--- src/rtl/task_table_dedup_engine_top_assert.svh ---
// Assertion macros shared by the task table RTL.
// Depends on nothing; included by the modules that assert.
`ifndef TASK_TABLE_DEDUP_ENGINE_TOP_ASSERT_SVH
`define TASK_TABLE_DEDUP_ENGINE_TOP_ASSERT_SVH
// Check an implication on every clock edge outside reset.
`define TTD_ASSERT_IMP(label, clk, rst, cond, prop, msg) \
   label: assert property (@(posedge clk) disable iff (rst) (cond) |-> (prop)) \
      else $error(msg);
// Check an implication in the cycle after the condition.
`define TTD_ASSERT_NEXT(label, clk, rst, cond, prop, msg) \
   label: assert property (@(posedge clk) disable iff (rst) (cond) |=> (prop)) \
      else $error(msg);
`endif

--- src/rtl/ttd_pkg.sv ---
// Package for the task table: opcodes, status codes, channel payloads, commands.
// Depends on nothing.
`default_nettype none
package ttd_pkg;
   localparam logic [2:0] OP_ADD = 3'd0;
   localparam logic [2:0] OP_ASSIGN = 3'd1;
   localparam logic [2:0] OP_UNASSIGN = 3'd2;
   localparam logic [2:0] OP_DISBAND = 3'd3;
   localparam logic [2:0] OP_QUERY = 3'd4;

   localparam logic [2:0] ST_OK = 3'd0;
   localparam logic [2:0] ST_DUP = 3'd1;
   localparam logic [2:0] ST_FULL = 3'd2;
   localparam logic [2:0] ST_NOTFOUND = 3'd3;
   localparam logic [2:0] ST_WRONG = 3'd4;
   localparam logic [2:0] ST_NONE = 3'd5;

   localparam logic [31:0] ID_MAX = 32'hFFFF_FFFF;

   // Request transaction payload.
   typedef struct packed {
      logic [2:0]  opcode;
      logic [31:0] task_id;
      logic [31:0] desc_crc;
   } ttd_req_type;

   // Response transaction payload.
   typedef struct packed {
      logic [2:0]  status;
      logic [31:0] result_id;
   } ttd_rsp_type;

   // Commands from controller to datapath.
   typedef struct packed {
      logic load;     // capture request, reset scan
      logic step;     // process the slot read last cycle
      logic rd;       // issue a memory read at the pointer, advance pointer
      logic restart;  // restart pointer at home of the new id
      logic commit;   // apply the write and produce the result
   } ttd_cmd_type;

   // Status from datapath to controller.
   typedef struct packed {
      logic last;     // slot being processed is the last of the pass
      logic hit;      // processed slot ends the pass early
   } ttd_sts_type;
endpackage
`default_nettype wire

--- src/rtl/ttd_ctrl.sv ---
// Controller state machine: sequences load, slot scan, probe and commit.
// Depends on ttd_pkg and the assertion header.
`default_nettype none
`include "task_table_dedup_engine_top_assert.svh"
module ttd_ctrl (
   input  wire logic clock,
   input  wire logic reset,
   input  wire logic req_valid,
   output logic req_ready,
   output logic rsp_valid,
   input  wire logic rsp_ready,
   input  wire logic [2:0] op,
   input  wire logic ids_left,
   input  wire logic phase,
   input  wire ttd_pkg::ttd_sts_type sts,
   output ttd_pkg::ttd_cmd_type cmd
);
   typedef enum logic [5:0] {
      S_IDLE = 6'b000001, S_PRIME = 6'b000010, S_SCAN = 6'b000100,
      S_DECIDE = 6'b001000, S_COMMIT = 6'b010000, S_WAIT = 6'b100000
   } state_type;
   state_type state_ff, state_in;
   logic rsp_valid_ff, rsp_valid_in;
   logic scans;

   // Opcodes past query need no scan.
   assign scans = (op == ttd_pkg::OP_ADD) || (op == ttd_pkg::OP_ASSIGN) ||
      (op == ttd_pkg::OP_UNASSIGN) || (op == ttd_pkg::OP_DISBAND) ||
      (op == ttd_pkg::OP_QUERY);

   // Accept a new transaction once the previous result is gone or going.
   assign req_ready = (state_ff == S_IDLE) && (!rsp_valid_ff || rsp_ready);
   assign rsp_valid = rsp_valid_ff;

   always_comb begin
      state_in = state_ff;
      cmd = '0;
      rsp_valid_in = rsp_valid_ff && !rsp_ready;
      case (state_ff)
         S_IDLE: if (req_valid && req_ready) begin
            cmd.load = 1'b1;
            state_in = S_PRIME;
         end
         S_PRIME: begin
            cmd.rd = 1'b1;
            state_in = scans ? S_SCAN : S_COMMIT;
         end
         S_SCAN: begin
            cmd.step = 1'b1;
            if ((sts.hit && op != ttd_pkg::OP_QUERY) || sts.last) state_in = S_DECIDE;
            else cmd.rd = 1'b1;
         end
         S_DECIDE: begin
            // After an add's duplicate pass finds no duplicate and ids remain, probe for a free slot.
            if (op == ttd_pkg::OP_ADD && !phase && !sts.hit && ids_left) begin
               cmd.restart = 1'b1;
               state_in = S_PRIME;
            end else state_in = S_COMMIT;
         end
         S_COMMIT: if (!rsp_valid_ff || rsp_ready) begin
            cmd.commit = 1'b1;
            rsp_valid_in = 1'b1;
            state_in = S_IDLE;
         end
         default: state_in = S_IDLE;
      endcase
   end

   always_ff @(posedge clock) begin
      if (reset) begin
         state_ff <= S_IDLE;
         rsp_valid_ff <= 1'b0;
      end else begin
         state_ff <= state_in;
         rsp_valid_ff <= rsp_valid_in;
      end
   end

   `TTD_ASSERT_NEXT(a_commit_valid, clock, reset, cmd.commit, rsp_valid_ff, "commit without result")
   `TTD_ASSERT_IMP(a_accept_idle, clock, reset, cmd.load, state_ff == S_IDLE, "load outside idle")
   `TTD_ASSERT_IMP(a_step_scan, clock, reset, cmd.step, state_ff == S_SCAN, "step outside scan")
endmodule
`default_nettype wire

--- config.mk ---
export PLATFORM = sky130hd
export DESIGN_NAME = ttd_ctrl
export DESIGN_NICKNAME = d
export VERILOG_FILES = /design/src/rtl/ttd_pkg.sv /design/src/rtl/ttd_ctrl.sv
export VERILOG_INCLUDE_DIRS = /design/src /design/src/rtl
export SDC_FILE = /design/constraint.sdc
export NUM_CORES = 1
export LEC_CHECK = 0
export ABC_AREA = 1
export BUFFER_PORTS_ARGS = -buffer_cell sky130_fd_sc_hd__buf_2
export CORE_AREA = 2 2 39 41
export CTS_BUF_LIST = sky130_fd_sc_hd__clkbuf_16
export DETAILED_ROUTE_END_ITERATION = 10
export DIE_AREA = 0 0 41 43
export MAX_ROUTING_LAYER = met4
export PLACE_DENSITY = 0.61
export SLEW_MARGIN = 20
export SYNTH_ARGS = -nofsm -noshare
export SYNTH_HDL_FRONTEND = slang
export SYNTH_SLANG_ARGS = --single-unit
--- constraint.sdc ---
create_clock -name clock -period 1.1 [get_ports clock]
set_input_delay 0.11 -clock clock [delete_from_list [all_inputs] [get_ports clock]]
set_output_delay 0.11 -clock clock [all_outputs]
set_load 0.005 [all_outputs]
## Word-level counts from Yosys, hierarchy flattened

Index checks and enable logic that the tools add are counted.

- Flip-flop bits (word level): 7
- Input bits: 11
- Output and inout port bits: 7
- Word-level logic and storage cells: 51

- Eq/ne operators: 13
- Mux-type cells: 17
- Reductions and logical operators: 19

Operators with widths:

| operator | number |
|---|---|
| $pmux W6 S5 | 1 |
| $mux W6 | 3 |
| $mux W1 | 10 |
| $mux W5 | 2 |
| $logic_and A1 B1 Y1 | 7 |
| $eq A3 B2 Y1 const B | 2 |
| $eq A6 B1 Y1 const B | 1 |
| $eq A6 B2 Y1 const B | 1 |
| $eq A6 B3 Y1 const B | 1 |
| $eq A6 B4 Y1 const B | 1 |
| $eq A6 B5 Y1 const B | 1 |
| $logic_or A1 B1 Y1 | 6 |
| $logic_not A1 Y1 | 4 |
| $ne A2 B2 Y1 const B | 2 |
| $eq A3 B1 Y1 const B | 1 |
| $eq A3 B3 Y1 const B | 1 |
| $logic_not A3 Y1 | 1 |
| $ne A3 B3 Y1 const B | 1 |
| $reduce_and A3 Y1 | 1 |
| $ne A2 B1 Y1 const B | 1 |
| $pmux W1 S2 | 1 |

## Depth between registers and ports, before layout

Gate-level depths: netlist of the first run.

- Word-level depth: 7
- Gate-level depth with buffers: 7
- Depth with buffers taken out: 7

## Worst setup path before layout of the first run

OpenSTA, ideal clock, no wires.

- Kind: register to register
- Start: register state_ff[2]
- End: register state_ff[0]
- Setup time: 0.123 ns
- Arrival: 0.888 ns
- Data required time: 0.977 ns
- Path slack: 0.089 ns
- Cell stages (with the launch flop): 7
- Path buffers: 0
- Clock period less this slack: 1.011 ns
- Path through: dfxtp_1 > nor2_4 > nand2_4 > nor2_4 > o21ai_2 > nand4_1 > nand3_1

- Word-level cells in the longest chain between the ends: 5
- Elaborated cells on any way between the ends: 12
- Those cells by class: eq/ne (8); mux (1); reduce/logical (3)

Ends and longest elaborated chain:

| item | RTL line | RTL |
|---|---|---|
| start: declaration | ttd_ctrl.sv:22 | `state_type state_ff, state_in;` |
| start signal: assignment | ttd_ctrl.sv:74 | `state_ff <= state_in;` |
| $eq A6 B1 Y1 | ttd_ctrl.sv:32, ttd_ctrl.sv:39 |  |
| $logic_and A1 B1 Y1 | ttd_ctrl.sv:32 | `assign req_ready = (state_ff == S_IDLE) && (!rsp_valid_ff \|\| rsp_ready);` |
| $logic_and A1 B1 Y1 | ttd_ctrl.sv:40 | `S_IDLE: if (req_valid && req_ready) begin` |
| $ne A2 B1 Y1 (no source line) | n/a |  |
| $reduce_and A3 Y1 (no source line) | n/a |  |

Parallel ways exist; a longest one is shown, timed or not.
A chain may end at the register's enable or synchronous reset.

==> summary.txt, run 1 <==
largest family of logic cells by synthesized area = simple AND/OR/NAND/NOR gates
input/output buffers = 17
CP arrival = 1160 ps
final wirelength = 1390 um
Avg Cell Area, Syn = 7.12 um^2
Core Rows = 14
# H-tree levels = 1
top cells by count, synth = inv_1, nand2_1, nor2_1
Post-Syn Instances = 65
vias in the first global route = 505
# IOs = 18
post-synthesis compound-gate area fraction = 0.0730
min-delay worst type = input pin to register
largest net degree at the start of global routing = 6
CTS Sinks = 6
TritonCTS clock tree = yes
Starting DRT DRC Count = 11
GP Congestion = 0.810
slowest stage delay, CP = 350 ps
failing checks = setup timing
Main synth FF type = dfxtp_1
clk slew on worst S/H paths = 30 ps
Bufs on Longest Clock Path = 2
NumNets Final = 108
Setup Viol. Count Final = 11
number of remaining DRC errors = 0
final antenna-violating net count = 0
Reg area = 136 um^2
CTS Buf Count = 3
# fillers = 127
share of post-route cells with drive strength above 1 = 0.674
GRT Total Usage = 0.173
PwrDens = 1560 nW/um^2
status = finished with violations
first-pass GRT wire length = 2010 um
Post-DP Area = 591 um^2
Yosys warnings = 0
Mapped Nets = 76
RSZ-0062 raised after global routing = true
crit-path max FO = 4
final instance area = 810 um^2
cell taking the most area after synthesis = dfxtp_1
register area share after synthesis = 0.259
Buf/Inv on CP = 2
Detail Placement HPWL = 853 um
die area = 1760 um^2
Post-synth ARST share = 0
EDFF count, synth = 0
Worst slew margin = 0.858
core area = 1380 um^2
Initial Util = 0.335
worst setup path class = register to primary output
most common cell in the netlist = inv_1
top cell type's share of synthesized area = 0.259
fin crit period = 1270 ps
later-pin clock latency in the skew report = 230 ps
area of the multi-input gates = 348 um^2
initial antenna violation count = 0
area growth from synthesis to layout = 74.9%
hold buffer count at CTS = 0
top cells by area, synth = dfxtp_1, nor2_4, inv_1, nand2_1, nor2_1
Crit path max-delay family = simple AND/OR/NAND/NOR gates
Via Count = 546
Post-Syn Area = 463 um^2
clock root cell = clkbuf_16
library cells used by synthesis = 19
grt ovf = 0
Leak = 0.380 nW
Seq cells post-synth = 6
Post-Synth XOR/XNOR Area = 0
simple-gate share of the synthesized area = 0.546
Crit path top cell by count = nor2_4
period utilisation layout = 1.16
max_cap viols = 0
Final Skew = 2.20 ps
vias per inst = 4.92
critical-path cell list = nor2_4 -> nand2_4 -> nor2_4 -> inv_2 -> nor3_2 -> buf_2
Die Span Y = 43 um
routed len/inst = 12.5 um
Final Worst Setup Slack = -171 ps
startpoint types = register
Worst VDD drop = 0.823 mV
worst slew pin tran = 213 ps
Die Width = 41 um
R2R Setup Slk = -100 ps
final hold violations = 0
CP required = 990 ps
Max Slew Vio Count = 0
Slowest cell on crit path = dfxtp_4
Finished Core Util = 0.585
f_max = 787 MHz
Initial DRT Pass Iterations = 4
portion of netlist area occupied by mux cells = 0
crit path capture type = primary output
# diodes = 0
Adder-Cell Fraction of Synth Area = 0
-- per-layer routing --
layer  routed length [um]  share of wire  global-route usage
met3                   50          0.036              0.0314
met1                  587           0.42               0.208
met2                  736           0.53               0.256
met5                    0              0                   -
met4                   17          0.012               0.100
-- registers in the layout, summed over array words and instances (netlist names) --
name / count
rsp_valid: 1
state_ff: 5
-- power breakdown --
part           total, mW  leakage [nW]  switching [mW]  internal (mW)
Clock              0.588        0.0370           0.122          0.466
Combinational      0.409         0.291           0.221          0.188
Sequential         0.269        0.0517          0.0279          0.241
Total               1.27         0.380           0.371          0.895
-- metrics by stage --
stage / setup slack (ps) / total power, mW / setup TNS [ps] / cells / hold slack (ps)
after floorplan: 89.0 / 0.466 / 0 / 65 / 179
after global placement: -10.6 / 0.555 / -18.2 / 101 / 358
after detailed placement: -24.9 / 0.559 / -34.7 / 101 / 361
after CTS: -187 / 1.20 / -990 / 109 / 121
after global routing: -222 / 1.32 / -1540 / 111 / 130
final: -171 / 1.27 / -1120 / 111 / 125
-- path summary, 6_finish.rpt --
path                  to         from  cells after the start
max reg2reg  state_ff[0]  state_ff[2]                      5
min          state_ff[2]        reset                      2
max               cmd[4]  state_ff[2]                      6
min reg2reg  state_ff[3]  state_ff[4]                      4
-- final cells by class --
type | count | area share
inverters | 13 | 0.0634
well taps | 16 | 0.0247
multi-input cells | 45 | 0.430
flip-flops and latches | 6 | 0.168
clock buffers | 3 | 0.0927
repair buffers | 28 | 0.221
-- worst reg2reg max path: stages (launching register included) --
cell	delay, ps
dfxtp_4	350
nor2_4	140
buf_4	140
nand4_1	200
nand4_1	160
nand3_1	90
-- cells in the final DEF, fill, tap and decap left out --
master / instances
a21oi_1: 2
a21oi_2: 1
buf_2: 17
buf_4: 8
buf_6: 3
clkbuf_16: 3
dfxtp_1: 1
dfxtp_2: 1
dfxtp_4: 4
inv_1: 11
inv_2: 1
inv_4: 1
nand2_1: 4
nand2_2: 4
nand2_4: 1
nand3_1: 3
nand3_2: 2
nand3_4: 3
nand4_1: 4
nor2_1: 6
nor2_2: 3
nor2_4: 6
nor3_2: 3
o21ai_2: 3
-- cell families (layout without fill, tap and decap cells) --
group                  Yosys count  in the layout
AO/OA/AOI/OAI                    6              6
buffers and inverters           14             44
flip-flops                       6              6
AND/OR/NAND/NOR                 39             39
-- repair_timing --
item	CTS	global route
pin swaps	8	10
setup endpoints to repair	7	11
setup buffers	5	2
endpoints found under the hold margin	0	0
gates resized for setup	8	21
(Power assumes the default switching activity.)
==> inputs of run 2 (changes only) <==
--- a/config.mk
+++ b/config.mk
@@ -8,13 +8,16 @@
 export LEC_CHECK = 0
 export ABC_AREA = 1
 export BUFFER_PORTS_ARGS = -buffer_cell sky130_fd_sc_hd__buf_2
+export CAP_MARGIN = 20
 export CORE_AREA = 2 2 39 41
 export CTS_BUF_LIST = sky130_fd_sc_hd__clkbuf_16
 export DETAILED_ROUTE_END_ITERATION = 10
 export DIE_AREA = 0 0 41 43
 export MAX_ROUTING_LAYER = met4
 export PLACE_DENSITY = 0.61
+export SKIP_CTS_REPAIR_TIMING = 1
 export SLEW_MARGIN = 20
 export SYNTH_ARGS = -nofsm -noshare
 export SYNTH_HDL_FRONTEND = slang
 export SYNTH_SLANG_ARGS = --single-unit
+export TNS_END_PERCENT = 100
==> run 2 against run 1 <==
  * The run still ends with setup timing left
  * Via count fell by 6.6%
  * Utilization shrank 6.1 points
  * Critical endpoint unchanged
  * Power fell by 5.5%
  * Largest power group unchanged
  * Final cell count down 3.6%
==> summary.txt, run 2 (synthesized netlist as in run 1, its figures left out) <==
failing checks = setup timing (unchanged)
leading cell types in the layout, fill and taps excluded = buf_2, inv_1, nand2_1, nor2_1, buf_4 (was buf_2, inv_1, buf_4)
Final Skew = 2.95 ps (was 2.20 ps)
CTS Buf Count = 3 (unchanged)
critical-path cell list = nor2_4 -> nand2_4 -> nor2_4 -> inv_2 -> nor3_2 -> buf_2 (unchanged)
# diodes = 0 (unchanged)
Bufs on Longest Clock Path = 2 (unchanged)
GP Congestion = 0.810 (unchanged)
largest net degree at the start of global routing = 6 (unchanged)
Detail Placement HPWL = 853 um (unchanged)
RSZ-0062 raised after global routing = true (unchanged)
Final Worst Setup Slack = -211 ps (was -171 ps)
NumNets Final = 104 (was 108)
GRT Total Usage = 0.162 (was 0.173)
vias per inst = 4.77 (was 4.92)
period utilisation layout = 1.19 (was 1.16)
Leak = 0.350 nW (was 0.380 nW)
met2 track demand over resource = 0.238 (was 0.256)
Crit path top cell by count = nor2_4 (unchanged)
area growth from synthesis to layout = 56.5% (was 74.9%)
R2R Setup Slk = -110 ps (was -100 ps)
Die Span Y = 43 um (unchanged)
startpoint types = register (unchanged)
Die Width = 41 um (unchanged)
CP arrival = 1200 ps (was 1160 ps)
Initial Util = 0.335 (unchanged)
Starting DRT DRC Count = 9 (was 11)
final antenna-violating net count = 0 (unchanged)
later-pin clock latency in the skew report = 230 ps (about the same)
Setup Viol. Count Final = 10 (was 11)
final wirelength = 1140 um (was 1390 um)
Worst slew margin = 0.838 (was 0.858)
Finished Core Util = 0.524 (was 0.585)
number of remaining DRC errors = 0 (unchanged)
clock root cell = clkbuf_16 (unchanged)
clk slew on worst S/H paths = 30 ps (about the same)
most common cell after layout, fill and taps aside = buf_2 (unchanged)
die area = 1760 um^2 (unchanged)
Slowest cell on crit path = dfxtp_4 (unchanged)
met1 Use GR = 0.195 (was 0.208)
f_max = 763 MHz (was 787 MHz)
slowest stage delay, CP = 360 ps (was 350 ps)
CTS Sinks = 6 (unchanged)
fin crit period = 1310 ps (was 1270 ps)
# H-tree levels = 1 (unchanged)
worst slew pin tran = 243 ps (was 213 ps)
min-delay worst type = input pin to register (unchanged)
worst hold path stage count = 2 (unchanged)
Via Count = 510 (was 546)
final instance area = 724 um^2 (was 810 um^2)
PwrDens = 1650 nW/um^2 (was 1560 nW/um^2)
routed len/inst = 10.7 um (was 12.5 um)
reg2reg path depth = 7 (was 5)
GRT met3 Usage = 0.0314 (unchanged)
crit path capture type = primary output (unchanged)
Worst VDD drop = 0.808 mV (was 0.823 mV)
initial antenna violation count = 0 (unchanged)
share of post-route cells with drive strength above 1 = 0.582 (was 0.674)
max FFs per register = 5 (unchanged)
vias in the first global route = 473 (was 505)
worst setup path class = register to primary output (unchanged)
input/output buffers = 17 (unchanged)
Core Rows = 14 (unchanged)
# IOs = 18 (unchanged)
final hold violations = 0 (unchanged)
CP required = 990 ps (about the same)
grt ovf = 0 (unchanged)
core area = 1380 um^2 (unchanged)
GR peak layer = met2 (unchanged)
Reg with most FFs = state_ff (unchanged)
Initial DRT Pass Iterations = 2 (was 4)
TritonCTS clock tree = yes (unchanged)
status = finished with violations (unchanged)
Post-DP Area = 591 um^2 (unchanged)
crit-path max FO = 5 (was 4)
Max Slew Vio Count = 0 (unchanged)
max_cap viols = 0 (unchanged)
first-pass GRT wire length = 1890 um (was 2010 um)
## run 2: cell count changes in the layout (fill, tap and decap cells not counted), moves of 2 or more
cell | previous run | this run
nand2_1 | 4 | 7
nand2_2 | 4 | 1
buf_4 | 8 | 6
buf_6 | 3 | 1
dfxtp_2 | 1 | 3
dfxtp_4 | 4 | 2
nor2_4 | 6 | 4
o21ai_2 | 3 | 1
## run 2: layer usage
metal	share of wire	wire length (um)	vias to the layer above
met2	0.54	618	9
met3	0.035	40	2
met1	0.41	469	239
met4	0.015	17	0
li1	-	-	260
met5	0	0	-
## run 2: through the flow
step / TNS, ps / power [mW] / hold WS, ps / setup WS (ps) / std cells
2_1_floorplan: 0 / 0.466 / 179 / 89.0 / 65
3_3_place_gp: -18.2 / 0.555 / 358 / -10.6 / 101
3_5_place_dp: -34.7 / 0.559 / 361 / -24.9 / 101
4_1_cts: -1130 / 1.15 / 124 / -272 / 104
5_1_grt: -1680 / 1.25 / 134 / -266 / 107
6_report: -1200 / 1.20 / 122 / -211 / 107
## run 2: worst max-delay path: cells and delay by family, from the launching register on
kind | cells | cell delay (ps)
buffers and inverters | 2 | 180
AND/OR/NAND/NOR | 4 | 450
flip-flops | 1 | 360
## run 2: path summary, 6_finish.rpt
kind,startpoint,endpoint
max reg2reg,state_ff[3],state_ff[0]
min reg2reg,state_ff[4],rsp_valid
max,state_ff[3],cmd[4]
min,reset,state_ff[2]
## run 2: cell type report
| class | count | area (um^2) |
|---|---|---|
| Clock buffer | 3 | 75.1 |
| Fill cell | 142 | 659 |
| Inverter | 13 | 48.8 |
| Multi-Input combinational cell | 45 | 308 |
| Sequential cell | 6 | 131 |
| Tap cell | 16 | 20.0 |
| Timing Repair Buffer | 24 | 141 |
## run 2: where the power goes
group | switching, mW | internal (mW)
registers | 0.0251 | 0.245
clock network | 0.122 | 0.466
logic | 0.186 | 0.153
total | 0.333 | 0.864
==> inputs of run 3 (changes only) <==
--- a/config.mk
+++ b/config.mk
@@ -13,7 +13,6 @@
 export CTS_BUF_LIST = sky130_fd_sc_hd__clkbuf_16
 export DETAILED_ROUTE_END_ITERATION = 10
 export DIE_AREA = 0 0 41 43
-export MAX_ROUTING_LAYER = met4
 export PLACE_DENSITY = 0.61
 export SKIP_CTS_REPAIR_TIMING = 1
 export SLEW_MARGIN = 20
==> run 3 against run 2 <==
  * The flow still finishes with violations (setup timing)
  * Utilization unchanged
  * Register-to-register slack about the same
  * Fmax about the same
  * Clock skew about the same
  * Critical path type unchanged
  * Critical endpoint unchanged
==> summary.txt, run 3 (synthesized netlist as in run 1, its figures left out) <==
Reg power frac = 0.225 (was 0.226)
Critical R2R Capture = state_ff[0] (unchanged)
Worst VDD drop = 0.809 mV (was 0.808 mV)
Reg with most FFs = state_ff (unchanged)
CP required = 990 ps (about the same)
Final Worst Setup Slack = -210 ps (was -211 ps)
R2R Setup Slk = -110 ps (about the same)
PwrDens = 1650 nW/um^2 (about the same)
CTS Sinks = 6 (unchanged)
Max Slew Vio Count = 0 (unchanged)
TritonCTS clock tree = yes (unchanged)
Initial DRT Pass Iterations = 2 (unchanged)
clock root cell = clkbuf_16 (unchanged)
CTS Buf Count = 3 (unchanged)
worst r2r src = state_ff[3] (unchanged)
final antenna-violating net count = 0 (unchanged)
hold_ws = 120 ps (was 122 ps)
Starting DRT DRC Count = 9 (unchanged)
first-pass GRT wire length = 1890 um (unchanged)
met3 WL = 40 um (unchanged)
Core Rows = 14 (unchanged)
share of post-route cells with drive strength above 1 = 0.582 (unchanged)
final wirelength = 1140 um (about the same)
clk slew on worst S/H paths = 30 ps (about the same)
dpl ws = -24.9 ps (unchanged)
NumNets Final = 104 (unchanged)
grt ovf = 0 (unchanged)
worst hold path stage count = 2 (unchanged)
RSZ-0062 raised after global routing = true (unchanged)
# diodes = 0 (unchanged)
leading cell types in the layout, fill and taps excluded = buf_2, inv_1, nand2_1, nor2_1, buf_4 (unchanged)
initial antenna violation count = 0 (unchanged)
crit path capture type = primary output (unchanged)
Min-Delay Endpoint = state_ff[2] (unchanged)
Initial Util = 0.335 (unchanged)
status = finished with violations (unchanged)
die area = 1760 um^2 (unchanged)
Slowest cell on crit path = dfxtp_4 (unchanged)
Die Width = 41 um (unchanged)
reg2reg path depth = 7 (unchanged)
Crit path max-delay family = simple AND/OR/NAND/NOR gates (unchanged)
most common cell after layout, fill and taps aside = buf_2 (unchanged)
switching share of total power = 0.278 (about the same)
min-delay worst type = input pin to register (unchanged)
Detail Placement HPWL = 853 um (unchanged)
GRT Total Usage = 0.158 (was 0.162)
Crit path top cell by count = nor2_4 (unchanged)
Die Span Y = 43 um (unchanged)
Comb power frac = 0.283 (about the same)
max_cap viols = 0 (unchanged)
number of remaining DRC errors = 0 (unchanged)
failing checks = setup timing (unchanged)
P_sw = 0.333 mW (about the same)
cell-internal power = 0.864 mW (about the same)
period utilisation layout = 1.19 (about the same)
input/output buffers = 17 (unchanged)
vias per inst = 4.75 (was 4.77)
core area = 1380 um^2 (unchanged)
critical-path cell list = nor2_4 -> nand2_4 -> nor2_4 -> inv_2 -> nor3_2 -> buf_2 (unchanged)
worst slew pin tran = 243 ps (about the same)
largest net degree at the start of global routing = 6 (unchanged)
met2 wire len = 619 um (was 618 um)
vias in the first global route = 473 (unchanged)
max FFs per register = 5 (unchanged)
Buf/Inv on CP = 2 (unchanged)
area growth from synthesis to layout = 56.5% (unchanged)
worst setup path class = register to primary output (unchanged)
Setup Viol. Count Final = 10 (unchanged)
later-pin clock latency in the skew report = 230 ps (about the same)
startpoint types = register (unchanged)
CP arrival = 1200 ps (about the same)
Bufs on Longest Clock Path = 2 (unchanged)
routed len/inst = 10.7 um (about the same)
highest metal used = met4 (unchanged)
crit-path max FO = 5 (unchanged)
f_max = 763 MHz (about the same)
Leak = 0.350 nW (unchanged)
slowest stage delay, CP = 360 ps (about the same)
Post-Route M1 WL = 464 um (was 469 um)
Via Count = 508 (was 510)
final hold violations = 0 (unchanged)
GP Congestion = 0.798 (was 0.810)
hold_sp = reset (unchanged)
# H-tree levels = 1 (unchanged)
clock network fraction of total power = 0.491 (about the same)
Final Skew = 2.93 ps (was 2.95 ps)
fin crit period = 1310 ps (about the same)
# fillers = 142 (unchanged)
Worst slew margin = 0.838 (about the same)
# IOs = 18 (unchanged)
==> run 3: stage by stage <==
| step | util | area [um^2] | total power, mW | std cells | setup TNS (ps) |
|---|---|---|---|---|---|
| floorplan | - | 463 | 0.466 | 65 | 0 |
| global route | 0.524 | 724 | 1.25 | 107 | -1680 |
| detailed placement | 0.427 | 591 | 0.559 | 101 | -34.7 |
| global placement | 0.427 | 591 | 0.555 | 101 | -18.2 |
| CTS | 0.481 | 666 | 1.15 | 104 | -1130 |
| finish | 0.524 | 724 | 1.20 | 107 | -1210 |
==> run 3: routing by layer <==
layer,GRT usage,vias to the layer above
met5,0,-
met4,0.100,0
met3,0.0314,2
met2,0.238,9
met1,0.195,237
li1,-,260
==> run 3: cell type report <==
| cell class | count | area [um^2] | area share |
|---|---|---|---|
| Timing Repair Buffer | 24 | 141 | 0.195 |
| Multi-Input combinational cell | 45 | 308 | 0.425 |
| Inverter | 13 | 48.8 | 0.0674 |
| Clock buffer | 3 | 75.1 | 0.104 |
| Tap cell | 16 | 20.0 | 0.0276 |
| Sequential cell | 6 | 131 | 0.181 |
==> run 3: power by group through the flow <==
stage,combinational [mW],sequential (mW),clock (mW)
2_1_floorplan,0.200,0.266,0
4_1_cts,0.292,0.265,0.592
5_1_grt,0.373,0.275,0.604
3_3_place_gp,0.288,0.267,0
3_5_place_dp,0.291,0.268,0
6_report,0.339,0.270,0.588
==> run 3: how the worst max path moves through the flow <==
stage	startpoint	endpoint	slack, ps	depth (start not counted)
after global placement	state_ff[3]	cmd[4]	-10	6
final	state_ff[3]	cmd[4]	-210	6
after global routing	state_ff[3]	cmd[4]	-270	6
after floorplan	state_ff[2]	state_ff[0]	90	6
after detailed placement	state_ff[2]	cmd[4]	-20	6
after CTS	state_ff[2]	cmd[4]	-270	6
